<file path="src/design/enbid_pkg.sv">
// Package for the ELF note build-id scanner.
// Holds the channel payload types, the parser phase codes, note constants and helpers.
// No dependencies; every other design file uses it by scoped names.
`default_nettype none

package enbid_pkg;

    // Note header layout and build-id identification.
    localparam int unsigned HEADER_BYTES       = 12;
    localparam logic [3:0]  HDR_LAST_IDX       = 4'(HEADER_BYTES - 1);
    localparam logic [3:0]  HDR_SUM_IDX        = 4'd8;
    localparam logic [31:0] BUILD_ID_TYPE      = 32'd3;
    localparam logic [31:0] BUILD_ID_NAME_SIZE = 32'd4;

    // Input item: one byte of the note segment.
    typedef struct packed {
        logic [7:0]  data_byte;
        logic        segment_start;
        logic [31:0] segment_length;
    } in_t;

    // Result item: one hex character or a not-found marker.
    typedef struct packed {
        logic [7:0]  hex_char;
        logic        status;
        logic        is_last;
        logic [31:0] id_length;
    } out_t;

    // Record passed from the parser to the emitter through the queue.
    typedef struct packed {
        logic        not_found;
        logic [7:0]  data;
        logic        last;
        logic [31:0] id_length;
    } rec_t;

    // Write side of the queue.
    typedef struct packed {
        logic push;
        rec_t rec;
    } q_in_t;

    // Read side and status of the queue.
    typedef struct packed {
        logic valid;
        logic full;
        rec_t rec;
    } q_out_t;

    // Parser phases, one-hot.
    typedef enum logic [5:0] {
        PH_IDLE   = 6'b000001,
        PH_HEADER = 6'b000010,
        PH_NAME   = 6'b000100,
        PH_DESC   = 6'b001000,
        PH_EMIT   = 6'b010000,
        PH_DONE   = 6'b100000
    } phase_t;

    // Size rounded up to a multiple of four bytes.
    function automatic logic [32:0] pad4(input logic [31:0] n);
        logic [32:0] s;
        begin
            s = {1'b0, n} + 33'd3;
            return {s[32:2], 2'b00};
        end
    endfunction

    // Expected byte of the note name "GNU" plus terminator.
    function automatic logic [7:0] gnu_tag(input logic [1:0] idx);
        logic [7:0] c;
        begin
            case (idx)
                2'd0:    c = 8'h47;
                2'd1:    c = 8'h4E;
                2'd2:    c = 8'h55;
                default: c = 8'h00;
            endcase
            return c;
        end
    endfunction

    // Lower-case ASCII hex digit of a nibble.
    function automatic logic [7:0] hex_digit(input logic [3:0] nib);
        logic [7:0] c;
        begin
            if (nib < 4'd10) begin
                c = 8'h30 + {4'd0, nib};
            end else begin
                c = 8'h57 + {4'd0, nib};
            end
            return c;
        end
    endfunction

endpackage

`default_nettype wire

</file>
<file path="src/design/enbid_front.sv">
// Front part of the build-id scanner: accepts segment bytes and walks the note headers.
// Pushes one record per build-id byte, or one not-found record, into the queue.
// Depends on enbid_pkg.
`default_nettype none

module enbid_front (
    input  wire logic            aclk,
    input  wire logic            aresetn,
    input  wire logic            s_valid,
    output logic                 s_ready,
    input  wire enbid_pkg::in_t  s_data,
    input  wire enbid_pkg::q_out_t q_rd,
    output enbid_pkg::q_in_t     q_wr
);

    enbid_pkg::phase_t phase_reg, phase_next;
    logic [31:0] bytes_left_reg, bytes_left_next;
    logic [3:0]  hdr_cnt_reg, hdr_cnt_next;
    logic [32:0] part_left_reg, part_left_next;
    logic [31:0] name_len_reg, name_len_next;
    logic [31:0] desc_len_reg, desc_len_next;
    logic [31:0] kind_reg, kind_next;
    logic        match_reg, match_next;
    logic [33:0] bound_sum_reg, bound_sum_next;

    // Working copies after a possible segment restart.
    enbid_pkg::phase_t cur_phase;
    logic [31:0] cur_bl;
    logic [3:0]  cur_cnt;
    logic [31:0] cur_name, cur_desc, cur_kind;
    logic        cur_match;
    logic [31:0] bl_dec;
    logic [31:0] hdr_val;
    logic [31:0] ed_kind;
    logic        ed_match;
    logic        go_desc, go_end;
    logic        accept;

    // A new item is taken whenever the queue has room.
    assign s_ready = !q_rd.full;
    assign accept  = s_valid && s_ready;

    // Parse step for one accepted byte.
    always_comb begin
        phase_next     = phase_reg;
        bytes_left_next = bytes_left_reg;
        hdr_cnt_next   = hdr_cnt_reg;
        part_left_next = part_left_reg;
        name_len_next  = name_len_reg;
        desc_len_next  = desc_len_reg;
        kind_next      = kind_reg;
        match_next     = match_reg;
        bound_sum_next = bound_sum_reg;
        q_wr           = '0;
        cur_phase      = phase_reg;
        cur_bl         = bytes_left_reg;
        cur_cnt        = hdr_cnt_reg;
        cur_name       = name_len_reg;
        cur_desc       = desc_len_reg;
        cur_kind       = kind_reg;
        cur_match      = match_reg;
        hdr_val        = '0;
        ed_kind        = kind_reg;
        ed_match       = match_reg;
        go_desc        = 1'b0;
        go_end         = 1'b0;

        if (accept && s_data.segment_start) begin
            cur_bl = s_data.segment_length;
            bytes_left_next = s_data.segment_length;
            if (s_data.segment_length < 32'(enbid_pkg::HEADER_BYTES)) begin
                cur_phase = enbid_pkg::PH_DONE;
                phase_next = enbid_pkg::PH_DONE;
                q_wr.push = 1'b1;
                q_wr.rec.not_found = 1'b1;
            end else begin
                cur_phase = enbid_pkg::PH_HEADER;
                cur_cnt   = '0;
                cur_name  = '0;
                cur_desc  = '0;
                cur_kind  = '0;
                cur_match = 1'b0;
                phase_next    = enbid_pkg::PH_HEADER;
                hdr_cnt_next  = '0;
                name_len_next = '0;
                desc_len_next = '0;
                kind_next     = '0;
                match_next    = 1'b0;
            end
        end

        bl_dec = cur_bl - {31'd0, (cur_bl != '0)};

        if (accept && !q_wr.push) begin
            case (cur_phase)
                enbid_pkg::PH_HEADER: begin
                    bytes_left_next = bl_dec;
                    hdr_val = 32'(s_data.data_byte) << {cur_cnt[1:0], 3'b000};
                    hdr_cnt_next = cur_cnt + 4'd1;
                    case (cur_cnt[3:2])
                        2'd0:    name_len_next = cur_name | hdr_val;
                        2'd1:    desc_len_next = cur_desc | hdr_val;
                        default: kind_next     = cur_kind | hdr_val;
                    endcase
                    // Both sizes are complete here; the bound test uses their padded sum.
                    if (cur_cnt == enbid_pkg::HDR_SUM_IDX) begin
                        bound_sum_next = {1'b0, enbid_pkg::pad4(cur_name)}
                                       + {1'b0, enbid_pkg::pad4(cur_desc)};
                    end
                    if (cur_cnt == enbid_pkg::HDR_LAST_IDX) begin
                        if (bound_sum_reg > {2'b00, bl_dec}) begin
                            phase_next = enbid_pkg::PH_DONE;
                            q_wr.push = 1'b1;
                            q_wr.rec.not_found = 1'b1;
                        end else begin
                            match_next = 1'b1;
                            if (cur_name == '0) begin
                                go_desc  = 1'b1;
                                ed_kind  = cur_kind | hdr_val;
                                ed_match = 1'b1;
                            end else begin
                                phase_next = enbid_pkg::PH_NAME;
                                part_left_next = enbid_pkg::pad4(cur_name);
                            end
                        end
                    end
                end
                enbid_pkg::PH_NAME: begin
                    bytes_left_next = bl_dec;
                    // Padded name of size four has at most four bytes left.
                    ed_match = cur_match && (cur_name == enbid_pkg::BUILD_ID_NAME_SIZE)
                             && (s_data.data_byte == enbid_pkg::gnu_tag(
                                    2'(3'd4 - part_left_reg[2:0])));
                    match_next = ed_match;
                    part_left_next = part_left_reg - 33'd1;
                    if (part_left_reg == 33'd1) begin
                        go_desc = 1'b1;
                    end
                end
                enbid_pkg::PH_DESC: begin
                    bytes_left_next = bl_dec;
                    part_left_next = part_left_reg - 33'd1;
                    if (part_left_reg == 33'd1) begin
                        go_end = 1'b1;
                    end
                end
                enbid_pkg::PH_EMIT: begin
                    bytes_left_next = bl_dec;
                    part_left_next = part_left_reg - 33'd1;
                    q_wr.push = 1'b1;
                    q_wr.rec.data = s_data.data_byte;
                    q_wr.rec.last = (part_left_reg == 33'd1);
                    q_wr.rec.id_length = cur_desc;
                    if (part_left_reg == 33'd1) begin
                        phase_next = enbid_pkg::PH_DONE;
                    end
                end
                default: begin
                end
            endcase
        end

        // Entry into the descriptor: build-id, skip, or empty descriptor.
        if (go_desc) begin
            if (ed_kind == enbid_pkg::BUILD_ID_TYPE
                    && cur_name == enbid_pkg::BUILD_ID_NAME_SIZE
                    && cur_desc != '0 && ed_match) begin
                phase_next = enbid_pkg::PH_EMIT;
                part_left_next = {1'b0, cur_desc};
            end else if (cur_desc == '0) begin
                go_end = 1'b1;
            end else begin
                phase_next = enbid_pkg::PH_DESC;
                part_left_next = enbid_pkg::pad4(cur_desc);
            end
        end

        // End of a note: another header must fit in what remains.
        if (go_end) begin
            if (bl_dec < 32'(enbid_pkg::HEADER_BYTES)) begin
                phase_next = enbid_pkg::PH_DONE;
                q_wr.push = 1'b1;
                q_wr.rec.not_found = 1'b1;
            end else begin
                phase_next    = enbid_pkg::PH_HEADER;
                hdr_cnt_next  = '0;
                name_len_next = '0;
                desc_len_next = '0;
                kind_next     = '0;
                match_next    = 1'b0;
            end
        end
    end

    // Parser state registers.
    always_ff @(posedge aclk) begin
        if (!aresetn) begin
            phase_reg <= enbid_pkg::PH_IDLE;
        end else begin
            phase_reg <= phase_next;
        end
        bytes_left_reg <= bytes_left_next;
        hdr_cnt_reg    <= hdr_cnt_next;
        part_left_reg  <= part_left_next;
        name_len_reg   <= name_len_next;
        desc_len_reg   <= desc_len_next;
        kind_reg       <= kind_next;
        match_reg      <= match_next;
        bound_sum_reg  <= bound_sum_next;
    end

endmodule

`default_nettype wire

</file>
<file path="src/design/enbid_queue.sv">
// Short record queue between the parser and the emitter of the build-id scanner.
// Register-based circular buffer with a fill count. Depends on enbid_pkg.
`default_nettype none

module enbid_queue #(
    parameter int DEPTH = 4
) (
    input  wire logic               aclk,
    input  wire logic               aresetn,
    input  wire enbid_pkg::q_in_t   q_wr,
    input  wire logic               pop,
    output enbid_pkg::q_out_t       q_rd
);

    localparam int PTR_W = $clog2(DEPTH);
    localparam int CNT_W = $clog2(DEPTH + 1);

    enbid_pkg::rec_t   mem_reg [DEPTH];
    logic [PTR_W-1:0]  wr_ptr_reg, wr_ptr_next;
    logic [PTR_W-1:0]  rd_ptr_reg, rd_ptr_next;
    logic [CNT_W-1:0]  count_reg, count_next;
    logic              do_pop;

    assign do_pop = pop && (count_reg != '0);

    // Head record and fill status.
    assign q_rd.valid = (count_reg != '0);
    assign q_rd.full  = (count_reg == CNT_W'(DEPTH));
    assign q_rd.rec   = mem_reg[rd_ptr_reg];

    // Pointer and count updates with wrap at the depth.
    always_comb begin
        wr_ptr_next = wr_ptr_reg;
        rd_ptr_next = rd_ptr_reg;
        if (q_wr.push) begin
            wr_ptr_next = (wr_ptr_reg == PTR_W'(DEPTH - 1)) ? '0 : wr_ptr_reg + 1'b1;
        end
        if (do_pop) begin
            rd_ptr_next = (rd_ptr_reg == PTR_W'(DEPTH - 1)) ? '0 : rd_ptr_reg + 1'b1;
        end
        count_next = count_reg + CNT_W'(q_wr.push) - CNT_W'(do_pop);
    end

    always_ff @(posedge aclk) begin
        if (!aresetn) begin
            wr_ptr_reg <= '0;
            rd_ptr_reg <= '0;
            count_reg  <= '0;
        end else begin
            wr_ptr_reg <= wr_ptr_next;
            rd_ptr_reg <= rd_ptr_next;
            count_reg  <= count_next;
        end
    end

    // Record storage.
    always_ff @(posedge aclk) begin
        if (q_wr.push) begin
            mem_reg[wr_ptr_reg] <= q_wr.rec;
        end
    end

endmodule

`default_nettype wire

</file>
<file path="src/design/enbid_back.sv">
// Back part of the build-id scanner: turns queued records into result items.
// A build-id byte gives two hex characters; a not-found record gives one item.
// Depends on enbid_pkg.
`default_nettype none

module enbid_back (
    input  wire logic              aclk,
    input  wire logic              aresetn,
    input  wire enbid_pkg::q_out_t q_rd,
    output logic                   pop,
    output logic                   m_valid,
    input  wire logic              m_ready,
    output enbid_pkg::out_t        m_data
);

    logic half_reg, half_next;
    logic take;

    assign m_valid = q_rd.valid;
    assign take    = m_valid && m_ready;
    assign pop     = take && (q_rd.rec.not_found || half_reg);

    // Result item built from the head record.
    always_comb begin
        m_data = '0;
        if (q_rd.rec.not_found) begin
            m_data.status  = 1'b1;
            m_data.is_last = 1'b1;
        end else if (!half_reg) begin
            m_data.hex_char = enbid_pkg::hex_digit(q_rd.rec.data[7:4]);
        end else begin
            m_data.hex_char  = enbid_pkg::hex_digit(q_rd.rec.data[3:0]);
            m_data.is_last   = q_rd.rec.last;
            m_data.id_length = q_rd.rec.last ? q_rd.rec.id_length : '0;
        end
    end

    // Nibble select toggles on each hex character taken.
    always_comb begin
        half_next = half_reg;
        if (take && !q_rd.rec.not_found) begin
            half_next = !half_reg;
        end
    end

    always_ff @(posedge aclk) begin
        if (!aresetn) begin
            half_reg <= 1'b0;
        end else begin
            half_reg <= half_next;
        end
    end

endmodule

`default_nettype wire

</file>
<file path="src/design/elf_note_build_id_scanner.sv">
// ELF note build-id scanner, top level: parser, record queue and hex emitter.
// Result items come from the registered record queue, behind any records still held in it.
// Throughput: one byte per cycle while the queue has room and headers, names and
// skipped notes are parsed; a build-id byte yields two items on one result port, so
// once the queue (QUEUE_DEPTH records) is full, bytes go as fast as items are taken.
// Reset: synchronous, active low; parser goes idle and the queue is emptied.
`default_nettype none

module elf_note_build_id_scanner #(
    parameter int QUEUE_DEPTH = 4
) (
    input  wire logic            aclk,
    input  wire logic            aresetn,
    input  wire logic            s_valid,
    output logic                 s_ready,
    input  wire enbid_pkg::in_t  s_data,
    output logic                 m_valid,
    input  wire logic            m_ready,
    output enbid_pkg::out_t      m_data
);

    enbid_pkg::q_in_t  q_wr;
    enbid_pkg::q_out_t q_rd;
    logic              pop;

    enbid_front u_front (
        .aclk    (aclk),
        .aresetn (aresetn),
        .s_valid (s_valid),
        .s_ready (s_ready),
        .s_data  (s_data),
        .q_rd    (q_rd),
        .q_wr    (q_wr)
    );

    enbid_queue #(
        .DEPTH (QUEUE_DEPTH)
    ) u_queue (
        .aclk    (aclk),
        .aresetn (aresetn),
        .q_wr    (q_wr),
        .pop     (pop),
        .q_rd    (q_rd)
    );

    enbid_back u_back (
        .aclk    (aclk),
        .aresetn (aresetn),
        .q_rd    (q_rd),
        .pop     (pop),
        .m_valid (m_valid),
        .m_ready (m_ready),
        .m_data  (m_data)
    );

    // The parser never writes a record into a full queue.
    assert property (@(posedge aclk) disable iff (!aresetn) q_wr.push |-> !q_rd.full)
        else $error("record pushed into a full queue");

    // A not-found item is always the last item and carries no character or length.
    assert property (@(posedge aclk) disable iff (!aresetn)
        (m_valid && m_data.status) |->
            (m_data.is_last && m_data.hex_char == 8'h00 && m_data.id_length == '0))
        else $error("malformed not-found item");

    // Only the final hex character carries the build-id length.
    assert property (@(posedge aclk) disable iff (!aresetn)
        (m_valid && !m_data.is_last) |-> (m_data.id_length == '0))
        else $error("length on a non-final item");

    // Nothing is offered on the result side right after reset.
    assert property (@(posedge aclk) disable iff (!aresetn) $past(!aresetn) |-> !m_valid)
        else $error("result offered right after reset");

endmodule

`default_nettype wire
</file>
<file path="config.mk">
export PLATFORM = sky130hd
export DESIGN_NAME = elf_note_build_id_scanner
export DESIGN_NICKNAME = d
export VERILOG_FILES = /design/src/design/enbid_pkg.sv /design/src/design/enbid_front.sv /design/src/design/enbid_queue.sv /design/src/design/enbid_back.sv /design/src/design/elf_note_build_id_scanner.sv
export SDC_FILE = /design/constraint.sdc
export NUM_CORES = 1
export LEC_CHECK = 0
export ABC_AREA = 1
export BUFFER_PORTS_ARGS = -buffer_cell sky130_fd_sc_hd__buf_2
export CAP_MARGIN = 10
export CORE_MARGIN = 4
export CORE_UTILIZATION = 34
export DETAILED_ROUTE_END_ITERATION = 6
export PLACE_DENSITY = 0.47
export SLEW_MARGIN = 10
export SYNTH_ARGS = -nofsm -noshare
export SYNTH_HDL_FRONTEND = slang
export SYNTH_SLANG_ARGS = --single-unit
</file>
<file path="constraint.sdc">
create_clock -name aclk -period 21.1 [get_ports aclk]
set_clock_uncertainty 0.1 [all_clocks]
set_input_delay 1.055 -clock aclk [delete_from_list [all_inputs] [get_ports aclk]]
set_output_delay 1.055 -clock aclk [all_outputs]
set_load 0.01 [all_outputs]
</file>
; ---- After elaboration in Yosys (flattened, before gate mapping)
; Memory sizes are Yosys's and may differ from the RTL's. A register that Yosys moved wholly into a read port is not among the register bits.
; Index checks and enable logic that the tools add are counted.
[op_classes]
eq_ne = 16
add_sub_neg = 15
n_reduce_logical = 28
bitwise = 3
magnitude_cmp = 5
shifts = 1
mux = 108
[op_table]
columns = cell, count
row1 = 2-to-1 mux 32 bit, 31
row2 = 2-to-1 mux 33 bit, 8
row3 = bitwise OR 32 bit, 3
row4 = 2-to-1 mux 6 bit, 12
row5 = "adder 32 x 2 -> 33 bit, second input constant", 2
row6 = case mux 33 bit (2 select lines), 1
row7 = logical NOT 32 bit, 2
row8 = "< comparator 32 x 4 -> 1 bit, second input constant", 2
row9 = nonzero test 32 bit, 2
row10 = 2-to-1 mux 8 bit, 6
row11 = 2-to-1 mux 43 bit, 1
row12 = 2-to-1 mux 41 bit, 1
row13 = adder 33 x 33 -> 34 bit, 1
row14 = greater-than comparator 34 x 32 -> 1 bit, 1
row15 = "== test 33 x 1 -> 1 bit, second input constant", 1
row16 = "subtractor 33 x 1 -> 33 bit, second input constant", 1
row17 = "== test 32 x 2 -> 1 bit, second input constant", 1
row18 = "== test 32 x 3 -> 1 bit, second input constant", 1
row19 = << shifter 8 x 5 -> 32 bit, 1
row20 = subtractor 32 x 1 -> 32 bit, 1
row21 = 2-to-1 mux 1 bit, 26
row22 = 2-to-1 mux 4 bit, 6
row23 = case mux 7 bit (3 select lines), 1
row24 = 2-to-1 mux 2 bit, 10
row25 = 28 further kinds, 54
[word_totals]
wordCells = 190
output_inout_bits = 44
n_memories = 1
ramBits = 168
regBits = 214
inputBits = 45
[mem_list]
columns = name, words, word_bits, rd, rd_ports_with_merged_regs, write_ports, line
row1 = u_queue.mem_reg, 4, 42, 1, 1, 1, enbid_queue.sv:18  ; enbid_pkg::rec_t mem_reg [DEPTH];

; ---- Longest topological paths before layout
[logic_depth]
ltp_word = 21
depth_mapped = 47
depth_no_buf = 45

; ---- Hierarchy
; From an unflattened synthesis, not the netlist that was laid out.
[unflattened]
hier_cells = 3173
area_unflattened_um2 = 24061.8
[by_module_without_submodules]
columns = module, seq_area_each_um2, area_per_inst_um2, instances, cells_per_inst
row1 = enbid_front, 4404.2, 16742.3, 1, 2566
row2 = enbid_queue, 5225.0, 6683.9, 1, 467
row3 = enbid_back, 20.0, 635.6, 1, 140

; ---- Least setup slack after synthesis
; OpenSTA, ideal clock, no wires.
[synth_path]
kind = input to register
start = in s_data[32] in the netlist's numbering
end = mem u_queue.mem_reg[0][0] in the netlist's numbering, enable pin
setup_ns = 0.506
path_buffers = 2
t_arrival_ns = 7.853
t_required_ns = 20.494
slack_ns = 12.641
stages = 36
cell_sequence = nand3_2 buf_4 buf_4 or2_2 o21ai_0 inv_1 nor2_1 nand4_1 nor2_1 nand4_1 ha_1 nand3_2 nor2_4 nand2_2 inv_1 nand2_1 xor2_1 ha_1 a21o_1 nor2_1 nand2_1 nand2_1 nand2_1 nand2_1 nand2_1 nand2_1 nand2_1 nand3_1 nand2_1 inv_1 nand4_1 nand2_1 nand2_1 nand2_1 nand2_2 a21boi_0
[synth_between]
elab_chain_cells = 18
word_cells_on_any_way = 60
classes_between = 1 x add/sub / 2 x order compare / 7 x eq/ne / 1 x shift / 36 x mux / 1 x bitwise / 12 x reduce/logical
[synth_lines]
columns = element, line
row1 = start: declaration, elf_note_build_id_scanner.sv:16  ; input wire enbid_pkg::in_t s_data,
row2 = logical AND 1 bit *, enbid_front.sv:68  ; if (accept && s_data.segment_start) begin
row3 = 2-to-1 mux 32 bit / 2-to-1 mux 4 bit (equally long branches), enbid_front.sv:68
row4 = nonzero test 32 bit / << shifter 8 x 5 -> 32 bit (equally long branches), "enbid_front.sv:92, enbid_front.sv:98"
row5 = subtractor 32 x 1 -> 32 bit / bitwise OR 32 bit (equally long branches), "enbid_front.sv:92, enbid_front.sv:119"
row6 = greater-than comparator 34 x 32 -> 1 bit / 2-to-1 mux 32 bit (equally long branches), "enbid_front.sv:111, enbid_front.sv:117"
row7 = 2-to-1 mux 32 bit, enbid_front.sv:111  ; if (bound_sum_reg > {2'b00, bl_dec}) begin
row8 = 2-to-1 mux 32 bit, enbid_front.sv:110  ; if (cur_cnt == enbid_pkg::HDR_LAST_IDX) begin
row9 = 2-to-1 mux 32 bit, enbid_front.sv:95  ; case (cur_phase)
row10 = 2-to-1 mux 32 bit, enbid_front.sv:94  ; if (accept && !q_wr.push) begin
row11 = == test 32 x 2 -> 1 bit, enbid_front.sv:165  ; if (ed_kind == enbid_pkg::BUILD_ID_TYPE
row12 = logical AND 1 bit, enbid_front.sv:166  ; && cur_name == enbid_pkg::BUILD_ID_NAME_SIZE
row13 = logical AND 1 bit (2 in a row), enbid_front.sv:167  ; && cur_desc != '0 && ed_match) begin
row14 = 2-to-1 mux 1 bit, enbid_front.sv:165
row15 = 2-to-1 mux 1 bit, enbid_front.sv:164  ; if (go_desc) begin
row16 = 2-to-1 mux 2 bit *, enbid_front.sv:179  ; if (go_end) begin
row17 = 2-to-1 mux 1 bit *, enbid_queue.sv:58  ; if (q_wr.push) begin
row18 = 2-to-1 mux 1 bit (not written as such) *, enbid_queue.sv:59  ; mem_reg[wr_ptr_reg] <= q_wr.rec;
row19 = end: declaration, enbid_queue.sv:18
; Mark *: on every way between the ends. The rest lies on a longest branch, timed or not.

; ---- Worst setup path in the final report
[layout_path]
start = reg u_queue.count_reg[1]
end = reg u_front.part_left_reg[4]
[layout_between]
elab_chain_cells = 18
word_cells_on_any_way = 60
classes_between = 3 x add/sub / 1 x order compare / 8 x eq/ne / 1 x shift / 31 x mux / 1 x bitwise / 15 x reduce/logical
[layout_lines]
columns = element, line
row1 = start: declaration, enbid_queue.sv:21  ; logic [CNT_W-1:0] count_reg, count_next;
row2 = start signal: assignment, enbid_queue.sv:52  ; count_reg <= count_next;
row3 = == test 3 bit *, enbid_queue.sv:28  ; assign q_rd.full = (count_reg == CNT_W'(DEPTH));
row4 = logical NOT 1 bit *, enbid_front.sv:40  ; assign s_ready = !q_rd.full;
row5 = logical AND 1 bit *, enbid_front.sv:41  ; assign accept = s_valid && s_ready;
row6 = logical AND 1 bit, enbid_front.sv:68
row7 = 2-to-1 mux 32 bit / 2-to-1 mux 4 bit (equally long branches), enbid_front.sv:68
row8 = nonzero test 32 bit / << shifter 8 x 5 -> 32 bit (equally long branches), "enbid_front.sv:92, enbid_front.sv:98"
row9 = subtractor 32 x 1 -> 32 bit / bitwise OR 32 bit (equally long branches), "enbid_front.sv:92, enbid_front.sv:119"
row10 = greater-than comparator 34 x 32 -> 1 bit / 2-to-1 mux 32 bit (equally long branches), "enbid_front.sv:111, enbid_front.sv:117"
row11 = (+2 left out), n/a
row12 = 2-to-1 mux 32 bit, enbid_front.sv:95
row13 = 2-to-1 mux 32 bit, enbid_front.sv:94
row14 = == test 32 x 2 -> 1 bit, enbid_front.sv:165
row15 = logical AND 1 bit, enbid_front.sv:166
row16 = logical AND 1 bit (2 in a row), enbid_front.sv:167
row17 = 2-to-1 mux 33 bit, enbid_front.sv:165
row18 = 2-to-1 mux 33 bit *, enbid_front.sv:164
row19 = via u_front.part_left_next[4], enbid_front.sv:19  ; logic [32:0] part_left_reg, part_left_next;
row20 = end signal: assignment, enbid_front.sv:204  ; part_left_reg <= part_left_next;
row21 = end: declaration, enbid_front.sv:19
; The timed path passes the listed nets; every way through them passes the cells marked *.
; A chain may end at the register's enable or synchronous reset.

==> flow_results.org <==
** Status
- Result of the run :: completed

** Power
- Of the total power, the share spent switching nets is 0.376.
- The share of total power dissipated in sequential elements is 0.359.
- Leakage power of the design :: 11.9 nW
- Total power :: 2.57 mW
- Of the total power, the clock network draws 0.331.
- IR analysis of the VDD net gives a maximum drop of 0.0560 mV.
- Power per unit of standard cell area :: 96.3 nW/um^2
- Part of the power in combinational logic :: 0.311
- For this design the total switching power over the nets is 965 uW.
- Internal power :: 1.60 mW

** Clocking
- Clock tree synthesis inserted a total of 47 buffers.
- TritonCTS built the clock tree.
- CTS Root Buffer Type :: sky130_fd_sc_hd__clkbuf_16
- For this design, the CTS-stage hold fixing added 0 buffers.
- The number of setup buffers added after CTS is 0.
- Number of levels the H-tree was split into :: 2
- Clock latency at the later pin of the worst-skew pair :: 0.61 ns
- The clock drives 382 sinks.
- Post-CTS Resized :: 0
- Clock slew seen by the registers of the worst setup and hold paths :: 0.07 ns
- Buffers from clock root to sink, at most :: 3

** Setup path
- Type of element capturing the critical path :: flip-flop
- Critical path peak fanout :: 57
- Worst EP required :: 21.50 ns
- Source of the worst register-to-register timing path :: u_queue.count_reg[1]$_SDFF_PN0_
- The worst setup path is launched from a flip-flop.
- Kind of critical path :: flip-flop to flip-flop
- On the critical path, the stage with the largest delay is an instance of sky130_fd_sc_hd__inv_2.
- Largest stage delay, worst path :: 0.76 ns
- Critical path's most frequent cell :: sky130_fd_sc_hd__nand2_1
- Data on the critical path arrives at its endpoint at 7.56 ns.
- Worst setup path startpoint :: u_queue.count_reg[1]$_SDFF_PN0_

** Drt
- DRT Pass-1 Iters :: 6
- Total wire length :: 90800 um
- Remaining design rule violation count :: 0
- In the routed layout, each cell is associated on average with a via count of 5.24.
- Starting DRC count in detailed routing :: 1939
- The routed layout has 22600 vias.
- The count of nets left with antenna violations once routing finished came out at 0.
- Average wire per cell in the routed design :: 21.1 um

** Yosys
- In this run, synthesis produced a sequential element count of 382.
- The share of the Yosys chip area taken by registers is 0.405.
- Warning count from the yosys run :: 0
- In this run, synthesis inferred 200 flip-flops with an integrated enable.
- The number of nets in the synthesized netlist is 3425.
- Number of cells produced by synthesis :: 3301
- In the synthesized netlist the dominant register cell turns out to be sky130_fd_sc_hd__edfxtp_1.
- Mapped cell area :: 23800 um^2
- Synthesis instantiated 63 different standard cells from the library.
- Fraction of synthesis flops using an asynchronous set or reset pin :: 0
- Synthesized area per cell :: 7.22 um^2

** STA
- Setup violations remaining at the end of the flow were counted as 0.
- Setup repair after global routing left no endpoint under its margin.
- Setup_tns :: 0 ns
- The hold violation count in the final report was 0.
- In the finished design, the share of the clock period the worst path needs comes to 0.339.
- Derived from the worst setup path, the maximum achievable clock frequency is 140 MHz.
- Total count of max-transition violations in the final report :: 0
- Post-route worst hold slack :: 0.357 ns
- Subtracting the final worst setup slack from the clock period gives 7.16 ns.
- Headroom to the max-slew limit came out at 0.215.
- For the pin with the worst max-slew slack, the measured transition is 1.17 ns.

** Global route
- For this run the aggregate overflow at the end of global routing stands at 0.
- Across every metal layer, demand over resource in global routing totals 0.236.
- The via count of the first global-routing pass was 21100.
- Initial antenna violation count :: 1
- The first global-routing pass estimated 134000 um of wire.
- Entering global routing, the biggest net connects 101 pins.

** Placed design
- I/O Buffers :: 87
- The wire-length estimate of the detail-placed layout is 68200 um.
- Including well taps, the total number of placed cells is 4220.
- At the end of routability-driven placement, the weighted congestion stood at 0.952.

** Final layout
- Compared with the post-synthesis result, the final layout area differs by 11.9%.
- Once layout is complete, the cells apart from fillers number 4309.
- Flip-flop count of the largest register, all copies and words added :: 168
- Final Net Count :: 3462
- Layout cells sized above 1 :: 0.0856

** Floorplan
- Initial core utilization :: 0.345
- Overall die width :: 273 um
- Area of the core :: 69100 um^2
- After floorplanning, the core was divided into 96 placement rows.
- From bottom edge to top edge, the die measures 273 um.
- Pin placement for this block handled 89 I/O pins.
- Area enclosed by the die boundary :: 74400 um^2

** Min path
- Path category of the worst min-delay check :: flip-flop to flip-flop
- Launch instance of the worst min-delay path :: u_front.phase_reg[0]$_SDFF_PN1_

** Run
- Across the run, the number of max-cap violations was 0.
-- Yosys cell counts (10+ instances only) --
library cell | instances | area [um^2]
sky130_fd_sc_hd__a21oi_1 | 189 | 946
sky130_fd_sc_hd__a32oi_1 | 34 | 298
sky130_fd_sc_hd__buf_2 | 22 | 110
sky130_fd_sc_hd__buf_4 | 19 | 143
sky130_fd_sc_hd__clkbuf_1 | 65 | 244
sky130_fd_sc_hd__dfxtp_1 | 182 | 3640
sky130_fd_sc_hd__edfxtp_1 | 200 | 6010
sky130_fd_sc_hd__ha_1 | 77 | 963
sky130_fd_sc_hd__inv_1 | 396 | 1490
sky130_fd_sc_hd__inv_2 | 14 | 52.6
sky130_fd_sc_hd__nand2_1 | 707 | 2650
sky130_fd_sc_hd__nand2_2 | 10 | 62.6
sky130_fd_sc_hd__nand3_1 | 197 | 986
sky130_fd_sc_hd__nand4_1 | 60 | 375
sky130_fd_sc_hd__nor2_1 | 575 | 2160
sky130_fd_sc_hd__nor2_2 | 18 | 113
sky130_fd_sc_hd__nor3_1 | 75 | 375
sky130_fd_sc_hd__nor4_1 | 13 | 81.3
sky130_fd_sc_hd__o21ai_0 | 162 | 811
sky130_fd_sc_hd__o21ai_1 | 27 | 135
sky130_fd_sc_hd__o41ai_1 | 10 | 87.6
sky130_fd_sc_hd__or2_2 | 15 | 93.8
sky130_fd_sc_hd__xnor2_1 | 24 | 210
sky130_fd_sc_hd__xor2_1 | 75 | 657
-- power groups by stage --
| stage | sequential [mW] | clock [mW] | combinational (mW) |
|---|---|---|---|
| global placement | 0.934 | 0 | 0.779 |
| CTS | 0.919 | 0.870 | 0.789 |
| finish | 0.922 | 0.849 | 0.798 |
| detailed placement | 0.934 | 0 | 0.785 |
| floorplan | 0.911 | 0 | 0.572 |
| global route | 0.929 | 0.900 | 0.895 |
-- worst max-delay path, delay by kind of cell (launching register included) --
kind	cells	cell delay, ns
AOI/OAI and AO/OA	2	0.46
xor gates and xnor gates	1	0.29
adders and majority gates	2	0.43
buffers and inverters	4	1.64
DFF	1	0.36
and+or+nand+nor	27	3.72
-- metrics by stage --
stage | util | setup slack (ns) | area (um^2)
2_1_floorplan | - | 12.64 | 23800
3_3_place_gp | 0.363 | 13.52 | 25100
3_5_place_dp | 0.363 | 13.43 | 25100
4_1_cts | 0.386 | 13.98 | 26700
5_1_grt | 0.386 | 13.28 | 26700
6_report | 0.386 | 13.94 | 26700
-- placed cells by master, fill, tap and decap left out, drive strengths merged, types with 2 or more instances in the layout --
cell      count
nand2       719
nor2        600
inv         412
nand3       205
edfxtp      200
a21oi       197
o21ai       192
dfxtp       182
buf         112
nor3         80
ha           77
xor2         75
clkbuf       63
nand4        61
a32oi        34
xnor2        24
or2          20
clkinv       14
nor4         13
o41ai        10
o211ai        8
o22ai         8
a31oi         7
mux2i         7
bufinv        6
o21a          5
nand3b        5
a32o          5
a21boi        5
o21bai        4
clkinvlp      4
a21o          3
a22oi         3
a221oi        2
and2          2
fa            2
-- cells by family (layout without fill, tap and decap cells) --
| logic type | after synthesis | after routing | share of synthesized area |
|---|---|---|---|
| compound gates | 489 | 489 | 0.118 |
| xor+xnor | 99 | 99 | 0.0364 |
| other cells | 1 | 2 | 0.000157 |
| mux | 7 | 7 | 0.00294 |
| buf+inv | 535 | 611 | 0.0919 |
| simple gates | 1709 | 1709 | 0.304 |
| fa+ha+maj | 79 | 79 | 0.0421 |
| flops | 382 | 382 | 0.405 |
-- metal layers --
metal  share of wire  vias up  GRT usage
met5               0        -          0
met4           0.026        0     0.0617
met3           0.060      109     0.0304
met2            0.45      685      0.380
met1            0.46    10900      0.334
li1                -    10900          -
-- cell type report --
type                            instances  area [um^2]
Sequential cell                       382         9650
Multi-Input combinational cell       2384        12100
Timing Repair Buffer                  112          623
Inverter                              411         1550
Antenna cell                            1         2.50
Tap cell                              931         1160
Clock inverter                         25          325
Fill cell                            7348        42400
Clock buffer                           63         1300
-- worst paths after layout --
check	cells past startpoint	slack, ns	endpoint
setup / recovery	36	13.94	u_front.part_left_reg[4]$_DFF_P_
hold / removal	2	0.36	u_front.phase_reg[0]$_SDFF_PN1_
setup reg to reg	36	13.94	u_front.part_left_reg[4]$_DFF_P_
hold reg to reg	2	0.36	u_front.phase_reg[0]$_SDFF_PN1_
No activity file was read; power rests on OpenSTA's default activity.
